==> src/design/keeloq_decrypt_learn_verify_top_defines.svh <==
// Assertion macros for the KeeLoq learn-and-verify block.
// Define NO_ASSERTIONS to compile them out.
`ifndef KEELOQ_DECRYPT_LEARN_VERIFY_TOP_DEFINES_SVH
`define KEELOQ_DECRYPT_LEARN_VERIFY_TOP_DEFINES_SVH

`ifndef NO_ASSERTIONS

// Same-cycle implication, disabled while reset is asserted
`define KLQ_ASSERT_NOW(label, clk, rst_n, ante, cons, msg) \
    label: assert property (@(posedge clk) disable iff (!rst_n) (ante) |-> (cons)) \
        else $error(msg);

// Next-cycle implication, disabled while reset is asserted
`define KLQ_ASSERT_NEXT(label, clk, rst_n, ante, cons, msg) \
    label: assert property (@(posedge clk) disable iff (!rst_n) (ante) |=> (cons)) \
        else $error(msg);

`else

`define KLQ_ASSERT_NOW(label, clk, rst_n, ante, cons, msg)
`define KLQ_ASSERT_NEXT(label, clk, rst_n, ante, cons, msg)

`endif

`endif

==> src/design/klq_pkg.sv <==
package klq_pkg;

    // Non-linear function table, indexed by five state bits
    localparam logic [31:0] KLQ_NLF      = 32'h3A5C742E;
    localparam int          KLQ_ROUNDS   = 528;
    localparam int          RND_W        = 10;
    localparam logic [RND_W-1:0] RND_LAST = RND_W'(KLQ_ROUNDS - 1);
    localparam logic [31:0] KLQ_PFX_LO   = 32'h20000000;
    localparam logic [31:0] KLQ_PFX_HI   = 32'h60000000;
    localparam logic [5:0]  KEY_IDX_START = 6'd15;

    // Learning kinds
    typedef enum logic [1:0] {
        KIND_SIMPLE = 2'd0,
        KIND_NORMAL = 2'd1,
        KIND_XOR    = 2'd2,
        KIND_SERIAL = 2'd3
    } kind_t;

    // Sequencer states, one-hot
    typedef enum logic [4:0] {
        ST_IDLE = 5'b00001,
        ST_LO   = 5'b00010,
        ST_HI   = 5'b00100,
        ST_DEC  = 5'b01000,
        ST_FIN  = 5'b10000
    } state_t;

    // One decrypt round of the NLFSR: shift left, feed back into bit 0
    function automatic logic [31:0] klq_round(input logic [31:0] x, input logic kb);
        logic [4:0] sel;
        logic       fb;
        sel = {x[30], x[25], x[19], x[8], x[0]};
        fb  = x[31] ^ x[15] ^ kb ^ KLQ_NLF[sel];
        return {x[30:0], fb};
    endfunction

endpackage

==> src/design/keeloq_decrypt_learn_verify_top.sv <==
// Channel  Dir  tdata (low bit up)                      tuser
// s_*      in   hop_word[31:0] fix_word[63:32]           kind[1:0]
//               seed[127:64]
// m_*      out  button[3:0] counter[19:4], zero pad      matched[0]
//
// One shared NLFSR round unit, one round per cycle, 528 rounds per decrypt.
// Simple, xor and serial kinds: accept, one decrypt, finish.
// Normal kind: two key-derivation decrypts first, then the decrypt, then finish.
// s_tready is high only while the sequencer is idle; a finished result sits
// in the output register while the next frame is taken.
// Reset (rst_n, async, active low) clears the sequencer and output valid.
`include "keeloq_decrypt_learn_verify_top_defines.svh"

module keeloq_decrypt_learn_verify_top
(
    input  logic         clk,
    input  logic         rst_n,
    input  logic         s_tvalid,
    output logic         s_tready,
    input  logic [127:0] s_tdata,   // hop_word[31:0], fix_word[63:32], seed[127:64]
    input  logic [1:0]   s_tuser,   // kind[1:0]
    output logic         m_tvalid,
    input  logic         m_tready,
    output logic [23:0]  m_tdata,   // button[3:0], counter[19:4], zero[23:20]
    output logic [0:0]   m_tuser    // matched[0]
);

    klq_pkg::state_t              state_reg, state_next;
    logic [klq_pkg::RND_W-1:0]    rnd_reg, rnd_next;
    logic [31:0]                  x_reg, x_next;
    logic [63:0]                  key_reg, key_next;
    logic [31:0]                  lo_reg, lo_next;
    logic [31:0]                  hop_reg, hop_next;
    logic [31:0]                  fix_reg, fix_next;
    logic                         m_valid_reg, m_valid_next;
    logic                         matched_reg, matched_next;
    logic [3:0]                   button_reg, button_next;
    logic [15:0]                  counter_reg, counter_next;

    logic                         s_xfer;
    logic                         m_xfer;
    logic [31:0]                  in_hop;
    logic [31:0]                  in_fix;
    logic [63:0]                  in_seed;
    logic [27:0]                  in_serial;
    logic [7:0]                   byte_sum;
    logic [63:0]                  derived_key;
    logic [5:0]                   key_idx;
    logic [31:0]                  x_round;
    logic                         last_rnd;
    logic                         busy_rnd;
    logic                         out_free;
    logic                         p_match;

    assign s_tready = (state_reg == klq_pkg::ST_IDLE);
    assign s_xfer   = s_tvalid && s_tready;
    assign m_xfer   = m_valid_reg && m_tready;

    assign in_hop    = s_tdata[31:0];
    assign in_fix    = s_tdata[63:32];
    assign in_seed   = s_tdata[127:64];
    assign in_serial = in_fix[27:0];
    assign byte_sum  = in_serial[7:0] + in_serial[15:8];

    // Key for the kinds that need no key-derivation decrypt
    always_comb
    begin
        case (klq_pkg::kind_t'(s_tuser))
            klq_pkg::KIND_XOR:
                derived_key = {4'b0, in_serial, 4'b0, in_serial} ^ in_seed;
            klq_pkg::KIND_SERIAL:
                derived_key = {in_serial[23:0], byte_sum, in_seed[31:0]};
            default:
                derived_key = in_seed;
        endcase
    end

    // Shared round unit
    assign key_idx  = klq_pkg::KEY_IDX_START - rnd_reg[5:0];
    assign x_round  = klq_pkg::klq_round(x_reg, key_reg[key_idx]);
    assign last_rnd = (rnd_reg == klq_pkg::RND_LAST);
    assign busy_rnd = (state_reg == klq_pkg::ST_LO) || (state_reg == klq_pkg::ST_HI) ||
                      (state_reg == klq_pkg::ST_DEC);

    assign out_free = !m_valid_reg || m_tready;
    assign p_match  = (x_reg[31:28] == fix_reg[31:28]) && (x_reg[23:16] == fix_reg[7:0]);

    // Sequencer
    always_comb
    begin
        state_next   = state_reg;
        rnd_next     = rnd_reg;
        x_next       = x_reg;
        key_next     = key_reg;
        lo_next      = lo_reg;
        hop_next     = hop_reg;
        fix_next     = fix_reg;
        m_valid_next = m_valid_reg;
        matched_next = matched_reg;
        button_next  = button_reg;
        counter_next = counter_reg;

        // Drop valid once the result transfer completes
        if (m_xfer)
        begin
            m_valid_next = 1'b0;
        end

        case (state_reg)
            klq_pkg::ST_IDLE:
            begin
                if (s_xfer)
                begin
                    hop_next = in_hop;
                    fix_next = in_fix;
                    rnd_next = '0;
                    if (klq_pkg::kind_t'(s_tuser) == klq_pkg::KIND_NORMAL)
                    begin
                        key_next   = in_seed;
                        x_next     = {4'b0, in_serial} | klq_pkg::KLQ_PFX_LO;
                        state_next = klq_pkg::ST_LO;
                    end
                    else
                    begin
                        key_next   = derived_key;
                        x_next     = in_hop;
                        state_next = klq_pkg::ST_DEC;
                    end
                end
            end
            klq_pkg::ST_LO:
            begin
                rnd_next = rnd_reg + 1'b1;
                x_next   = x_round;
                if (last_rnd)
                begin
                    lo_next    = x_round;
                    x_next     = {4'b0, fix_reg[27:0]} | klq_pkg::KLQ_PFX_HI;
                    rnd_next   = '0;
                    state_next = klq_pkg::ST_HI;
                end
            end
            klq_pkg::ST_HI:
            begin
                rnd_next = rnd_reg + 1'b1;
                x_next   = x_round;
                if (last_rnd)
                begin
                    key_next   = {x_round, lo_reg};
                    x_next     = hop_reg;
                    rnd_next   = '0;
                    state_next = klq_pkg::ST_DEC;
                end
            end
            klq_pkg::ST_DEC:
            begin
                rnd_next = rnd_reg + 1'b1;
                x_next   = x_round;
                if (last_rnd)
                begin
                    rnd_next   = '0;
                    state_next = klq_pkg::ST_FIN;
                end
            end
            klq_pkg::ST_FIN:
            begin
                // Hold the plaintext until the output register is free
                if (out_free)
                begin
                    m_valid_next = 1'b1;
                    matched_next = p_match;
                    button_next  = p_match ? x_reg[31:28] : fix_reg[31:28];
                    counter_next = p_match ? x_reg[15:0] : 16'd0;
                    state_next   = klq_pkg::ST_IDLE;
                end
            end
            default:
            begin
                state_next = klq_pkg::ST_IDLE;
            end
        endcase
    end

    // Control registers
    always_ff @(posedge clk or negedge rst_n)
    begin
        if (!rst_n)
        begin
            state_reg   <= klq_pkg::ST_IDLE;
            rnd_reg     <= '0;
            m_valid_reg <= 1'b0;
        end
        else
        begin
            state_reg   <= state_next;
            rnd_reg     <= rnd_next;
            m_valid_reg <= m_valid_next;
        end
    end

    // Datapath registers
    always_ff @(posedge clk)
    begin
        x_reg       <= x_next;
        key_reg     <= key_next;
        lo_reg      <= lo_next;
        hop_reg     <= hop_next;
        fix_reg     <= fix_next;
        matched_reg <= matched_next;
        button_reg  <= button_next;
        counter_reg <= counter_next;
    end

    assign m_tvalid   = m_valid_reg;
    assign m_tdata    = {4'b0, counter_reg, button_reg};
    assign m_tuser[0] = matched_reg;

    // Checks
    `KLQ_ASSERT_NOW(a_rnd_range, clk, rst_n, 1'b1, rnd_reg <= klq_pkg::RND_LAST,
        "round counter beyond last round")
    `KLQ_ASSERT_NEXT(a_rnd_step, clk, rst_n, busy_rnd && !last_rnd,
        rnd_reg == $past(rnd_reg) + 1'b1, "round counter did not advance")
    `KLQ_ASSERT_NEXT(a_normal_start, clk, rst_n,
        s_xfer && (s_tuser == klq_pkg::KIND_NORMAL), state_reg == klq_pkg::ST_LO,
        "normal kind did not start key derivation")
    `KLQ_ASSERT_NEXT(a_fin_load, clk, rst_n, (state_reg == klq_pkg::ST_FIN) && out_free,
        m_valid_reg && (state_reg == klq_pkg::ST_IDLE), "finished result not loaded")
    `KLQ_ASSERT_NOW(a_miss_cnt, clk, rst_n, m_valid_reg && !matched_reg,
        counter_reg == 16'd0, "counter nonzero on mismatch")

endmodule
==> config.mk <==
export PLATFORM = sky130hd
export DESIGN_NAME = keeloq_decrypt_learn_verify_top
export DESIGN_NICKNAME = d
export VERILOG_FILES = /design/src/design/klq_pkg.sv /design/src/design/keeloq_decrypt_learn_verify_top.sv
export VERILOG_INCLUDE_DIRS = /design/src /design/src/design
export SDC_FILE = /design/constraint.sdc
export NUM_CORES = 1
export LEC_CHECK = 0
export CORE_MARGIN = 2
export CORE_UTILIZATION = 55
export CTS_CLUSTER_SIZE = 30
export DETAILED_ROUTE_END_ITERATION = 8
export DONT_BUFFER_PORTS = 1
export PLACE_DENSITY_LB_ADDON = 0.2
export SETUP_SLACK_MARGIN = 0.1
export SLEW_MARGIN = 20
export SYNTH_ARGS = -nofsm -noshare
export SYNTH_HDL_FRONTEND = slang
export SYNTH_SLANG_ARGS = --single-unit
==> constraint.sdc <==
create_clock -name clk -period 5.6 [get_ports clk]
set_clock_uncertainty 0.15 [all_clocks]
set_input_delay 1.12 -clock clk [delete_from_list [all_inputs] [get_ports clk]]
set_output_delay 1.12 -clock clk [all_outputs]
set_load 0.01 [all_outputs]
# Word-level counts from Yosys, hierarchy flattened
# Memory sizes are Yosys's and may differ from the RTL's. A register that Yosys moved wholly into a read port is not among the register bits.
# Cells that the tools add are included.
word_totals:
  regBits: 229
  rom_bits: 32
  output_inout_bits: 27
  memories: 1
mem_list:
  columns: ["memory", "depth", "width", "rd", "rd_clocked_by_memory_dff", "write_ports", "line", "rtl"]
  rows:
  - ["(no name shown)", 32, 1, 1, 1, 0, "klq_pkg.sv:34", "fb = x[31] ^ x[15] ^ kb ^ KLQ_NLF[sel];"]
classes:
  addsub: 3
  magnitude_cmp: 2
  n_eq_ne: 16
  muxes: 28
  bitwise_logic: 4
  reduce_logical: 16
ops:
  columns: ["operator", "count"]
  rows:
  - ["64-bit case mux with 2 select lines", 2]
  - ["64-bit two-way mux", 3]
  - ["32-bit two-way mux", 4]
  - ["32-bit case mux with 4 select lines", 1]
  - ["60-bit by 64-bit bitwise XOR with 64-bit output", 1]
  - ["5-bit two-way mux", 6]
  - ["5-bit case mux with 5 select lines", 1]
  - ["10-bit two-way mux", 2]
  - ["10-bit case mux with 2 select lines", 1]
  - ["10-bit by 1-bit adder with 10-bit output (second input constant)", 1]
  - ["10-bit equality test (second input constant)", 1]
  - ["2-bit AND reduction", 5]
  - ["8-bit adder", 1]
  - ["8-bit equality test", 1]
  - ["4-bit two-way mux", 2]
  - ["2-bit != test (second input constant)", 4]
  - ["6-bit by 7-bit less-than comparator with 1-bit output (second input constant)", 1]
  - ["1-bit binary-select mux with 6-bit select", 1]
  - ["5-bit by 6-bit less-than comparator with 1-bit output (second input constant)", 1]
  - ["4-bit by 6-bit subtractor with 6-bit output (first input constant)", 1]
  - ["5-bit by 1-bit equality test with 1-bit output (second input constant)", 1]
  - ["5-bit by 2-bit equality test with 1-bit output (second input constant)", 1]
  - ["5-bit by 3-bit equality test with 1-bit output (second input constant)", 1]
  - ["5-bit by 4-bit equality test with 1-bit output (second input constant)", 1]
  - ["15 further kinds", 25]

# Longest topological paths before layout
logic_depth:
  word_depth: 8
  mapped_depth: 14
  ltp_nobuf: 12

# Worst setup path before layout
# Ideal clock, no wire load.
synth_timing:
  kind: "register to register"
  start: "reg state_reg[1]"
  end: "reg key_reg[0], enable pin"
  setup_time_ns: 0.507
  arrival_ns: 4.523
  path_slack_ns: 0.419
  path_stages_with_launch: 7
  path_buffers: 2
  cell_sequence: "dfrtp_1 -> nor2_1 -> and3_1 -> clkbuf_1 -> clkbuf_1 -> o21ai_0 -> a21oi_1"
synth_via:
  elab_chain_cells: 4
  elab_cells_between_ends: 7
synth_lines:
  columns: ["item", "line", "rtl"]
  rows:
  - ["from (decl)", "keeloq_decrypt_learn_verify_top.sv:28", "klq_pkg::state_t state_reg, state_next;"]
  - ["from (signal assigned)", "keeloq_decrypt_learn_verify_top.sv:189", "state_reg <= klq_pkg::ST_IDLE;"]
  - ["from (signal assigned)", "keeloq_decrypt_learn_verify_top.sv:195", "state_reg <= state_next;"]
  - ["5-bit by 1-bit equality test with 1-bit output", "keeloq_decrypt_learn_verify_top.sv:55, keeloq_decrypt_learn_verify_top.sv:109", null]
  - ["1-bit logical AND", "keeloq_decrypt_learn_verify_top.sv:56", "assign s_xfer = s_tvalid && s_tready;"]
  - ["2-bit by 1-bit != test with 1-bit output (no source line)", null, null]
  - ["3-bit AND reduction (no source line) (*)", null, null]
  - ["to (signal assigned)", "keeloq_decrypt_learn_verify_top.sv:205", "key_reg <= key_next;"]
  - ["to (decl)", "keeloq_decrypt_learn_verify_top.sv:31", "logic [63:0] key_reg, key_next;"]
# Mark *: on every way between the ends. The rest lies on a longest branch, timed or not.
# A chain may end at the register's enable or synchronous reset.

==> run metrics <==
HPWL after DPL around 22000 µm; CORE AREA a little over 20000 µm²; relative slew slack 0.367; starting density of the core 0.564; vias 8142; final setup TNS 0 ns; boundary pin count 161; Power Density 487 nW/µm²; final hold vios 0; Worst EP required 5.91 ns; drc violations 0; TritonCTS Buffers 25; CTS Hold Bufs 0; most frequent cells in the layout nand2_1, edfxtp_1, o21ai_0, a21oi_1, xor2_1; row count 52; maximum fanout along the worst path 20; Highest Signal Layer met4; status complete, no violations; WL met2 ~15000 µm; synthesized area 11500 µm²; Distinct cells, synth slightly below 60; initial antenna violation count 0; H-tree depth 1; wire length on met1 12400 µm; vias in the first global route 7859; Worst Hold Class in -> async; Die W approximately 150 µm; GP Congestion 0.869; met3 WL 3600 µm; CTS sink cnt 230; initial drt markers around 1100; Seq cells post-synth 230; final period demand of the worst path 3.97 ns; Max Slew Vio Count 0; GRT Util Overall 0.287; Synth Flop Type edfxtp_1; First-pass DRT Iterations 6; # port buffers 0; CTS tree done; Avg Inst Size Synth 11.0 µm²; final core utilization 0.615; critical path arrival 4.28 ns; Yosys warning count 0; die height 149 µm; R2R Setup Slk 1.63 ns; Worst Reg2Reg Path Length in Cells 11; fin crit share 0.709; CP Cell Sequence ha_1 -> and3_1 -> nand3_1 -> nor2_2 -> a222oi_1 -> nand2_1 -> nand2_1 -> o21ai_0 -> nand3_1 -> mux2_4 -> o211ai_2; fmax around 250 MHz; Largest stage delay, worst path 0.82 ns; clock root buffer clkbuf_16; crit path launch type flip-flop; RSZ-0062 raised after global routing false; share of flip-flops with an asynchronous set or reset 0.0696; sequential element share of the synthesized area 0.593; EDFF count, synth 213; final setup violating endpoints 0; first-pass GRT wire length 47300 µm; crit path kind reg -> reg; DRT antenna net count 0; RR Startpoint rnd_reg[0]; Total Nets Final 1163; die area approximately 22000 µm²; grt ovf 0; CP Capture Type flip-flop; clock transition at the registers of the reported paths approximately 0.06 ns; post-CTS sizing 0; per-cell routed wire length 24.4 µm; P&R area growth vs syn 8.98%; Max-Cap Viols 0; Vias/cell approximately 6.2; delay-heaviest family, CP simple AND/OR/NAND/NOR gates; Slew @ Worst Pin 0.949 ns; leading cell type in the layout, fill and taps excluded nand2_1; Mapped Cells between 1000 and 1500; CTS Buffer Depth 3; max reg flops 64; clock latency on the worst-skew pair ~0.53 ns; Post-CTS Setup Bufs 0; n_diodes 0; largest net degree at the start of global routing 89; final WL 31800 µm; Peak VDD IR roughly 0.37 mV; Slowest-stage cell, CP dfrtp_1; Critical path buffers and inverters 0; Leak 4.31 nW; share of post-route cells with drive strength above 1 0.0695
how the worst max path moves through the flow:
| stage | depth (start not counted) | start | endpoint | slack, ns |
|---|---|---|---|---|
| after floorplan | 6 | state_reg[1] | key_reg[0] | 0.42 |
| after global placement | 11 | rnd_reg[0] | flip-flop | 1.79 |
| after detailed placement | 11 | rnd_reg[0] | flip-flop | 1.66 |
| after CTS | 11 | rnd_reg[0] | flip-flop | 1.65 |
| after global routing | 11 | rnd_reg[0] | flip-flop | 1.29 |
| final | 11 | rnd_reg[0] | flip-flop | 1.63 |
power breakdown:
part | leakage [nW] | total (mW) | switching [mW] | internal, mW
combinational | 1.71 | 1.38 | 0.905 | 0.471
clock | 0.403 | 1.69 | 0.676 | 1.01
sequential | 2.19 | 3.03 | 0.411 | 2.62
worst reg2reg max path, cell delays in order (launching register included):
cell and delay [ns]:
dfrtp_1 0.82, ha_1 0.30, and3_1 0.29, nand3_1 0.38, nor2_2 0.73, a222oi_1 0.24, nand2_1 0.13, nand2_1 0.06
o21ai_0 0.35, nand3_1 0.12, mux2_4 0.28, o211ai_2 0.06
routing by layer:
metal  global-route usage  vias to the layer above
li1                     -                     3774
met1                0.393                     3818
met2                0.448                      461
met3               0.0773                       89
met4                0.100                        0
met5                    0                        -
through the flow:
step	hold WS, ns	total power, mW	setup slack, ns	instances	area, µm²
2_1_floorplan	0.301	3.88	0.419	1048	11500
3_3_place_gp	0.326	4.39	1.79	1261	11700
3_5_place_dp	0.327	4.42	1.66	1261	11700
4_1_cts	0.120	6.09	1.65	1306	12500
5_1_grt	0.115	6.33	1.29	1306	12500
6_report	0.133	6.09	1.63	1306	12500
cells in the mapped netlist, drive strengths merged (2+ instances only):
master | n | area, µm²
mux2i | 27 | 270
and3 | 31 | 194
nor2 | 23 | 86.3
a22oi | 32 | 240
nand2 | 222 | 833
o22ai | 3 | 25.0
xnor2 | 18 | 158
a222oi | 27 | 270
a221oi | 2 | 23.8
nand3 | 19 | 95.1
clkbuf | 60 | 225
a32oi | 2 | 17.5
mux2 | 2 | 26.3
o31ai | 2 | 15.0
nor2b | 6 | 37.5
and2 | 18 | 113
xor2 | 33 | 289
a21oi | 47 | 239
o21ai | 135 | 676
a22o | 2 | 17.5
ha | 10 | 125
nand4 | 5 | 31.3
nand2b | 32 | 200
dfrtp | 15 | 375
mux4 | 5 | 120
buf | 11 | 68.8
inv | 14 | 52.6
o21bai | 4 | 30.0
nor3 | 5 | 25.0
edfxtp | 213 | 6400
layout make-up:
cell class | instances | area, µm²
Fill cell | 1590 | 7840
Sequential cell | 230 | 6820
Multi-Input combinational cell | 733 | 4380
Clock buffer | 32 | 652
Tap cell | 270 | 338
Clock inverter | 13 | 178
Timing Repair Buffer | 14 | 105
Inverter | 14 | 52.6
cells by family (layout without fill, tap and decap cells):
kind of cell | after synthesis | after routing | share of synthesized area
other cells | 1 | 4 | 0.000326
fa+ha+maj | 11 | 11 | 0.0126
flops | 230 | 230 | 0.593
xor+xnor | 51 | 51 | 0.0389
simple gates | 370 | 370 | 0.148
buf+inv | 85 | 73 | 0.0302
mux | 34 | 34 | 0.0363
compound gates | 263 | 263 | 0.141
(Power assumes the default switching activity.)
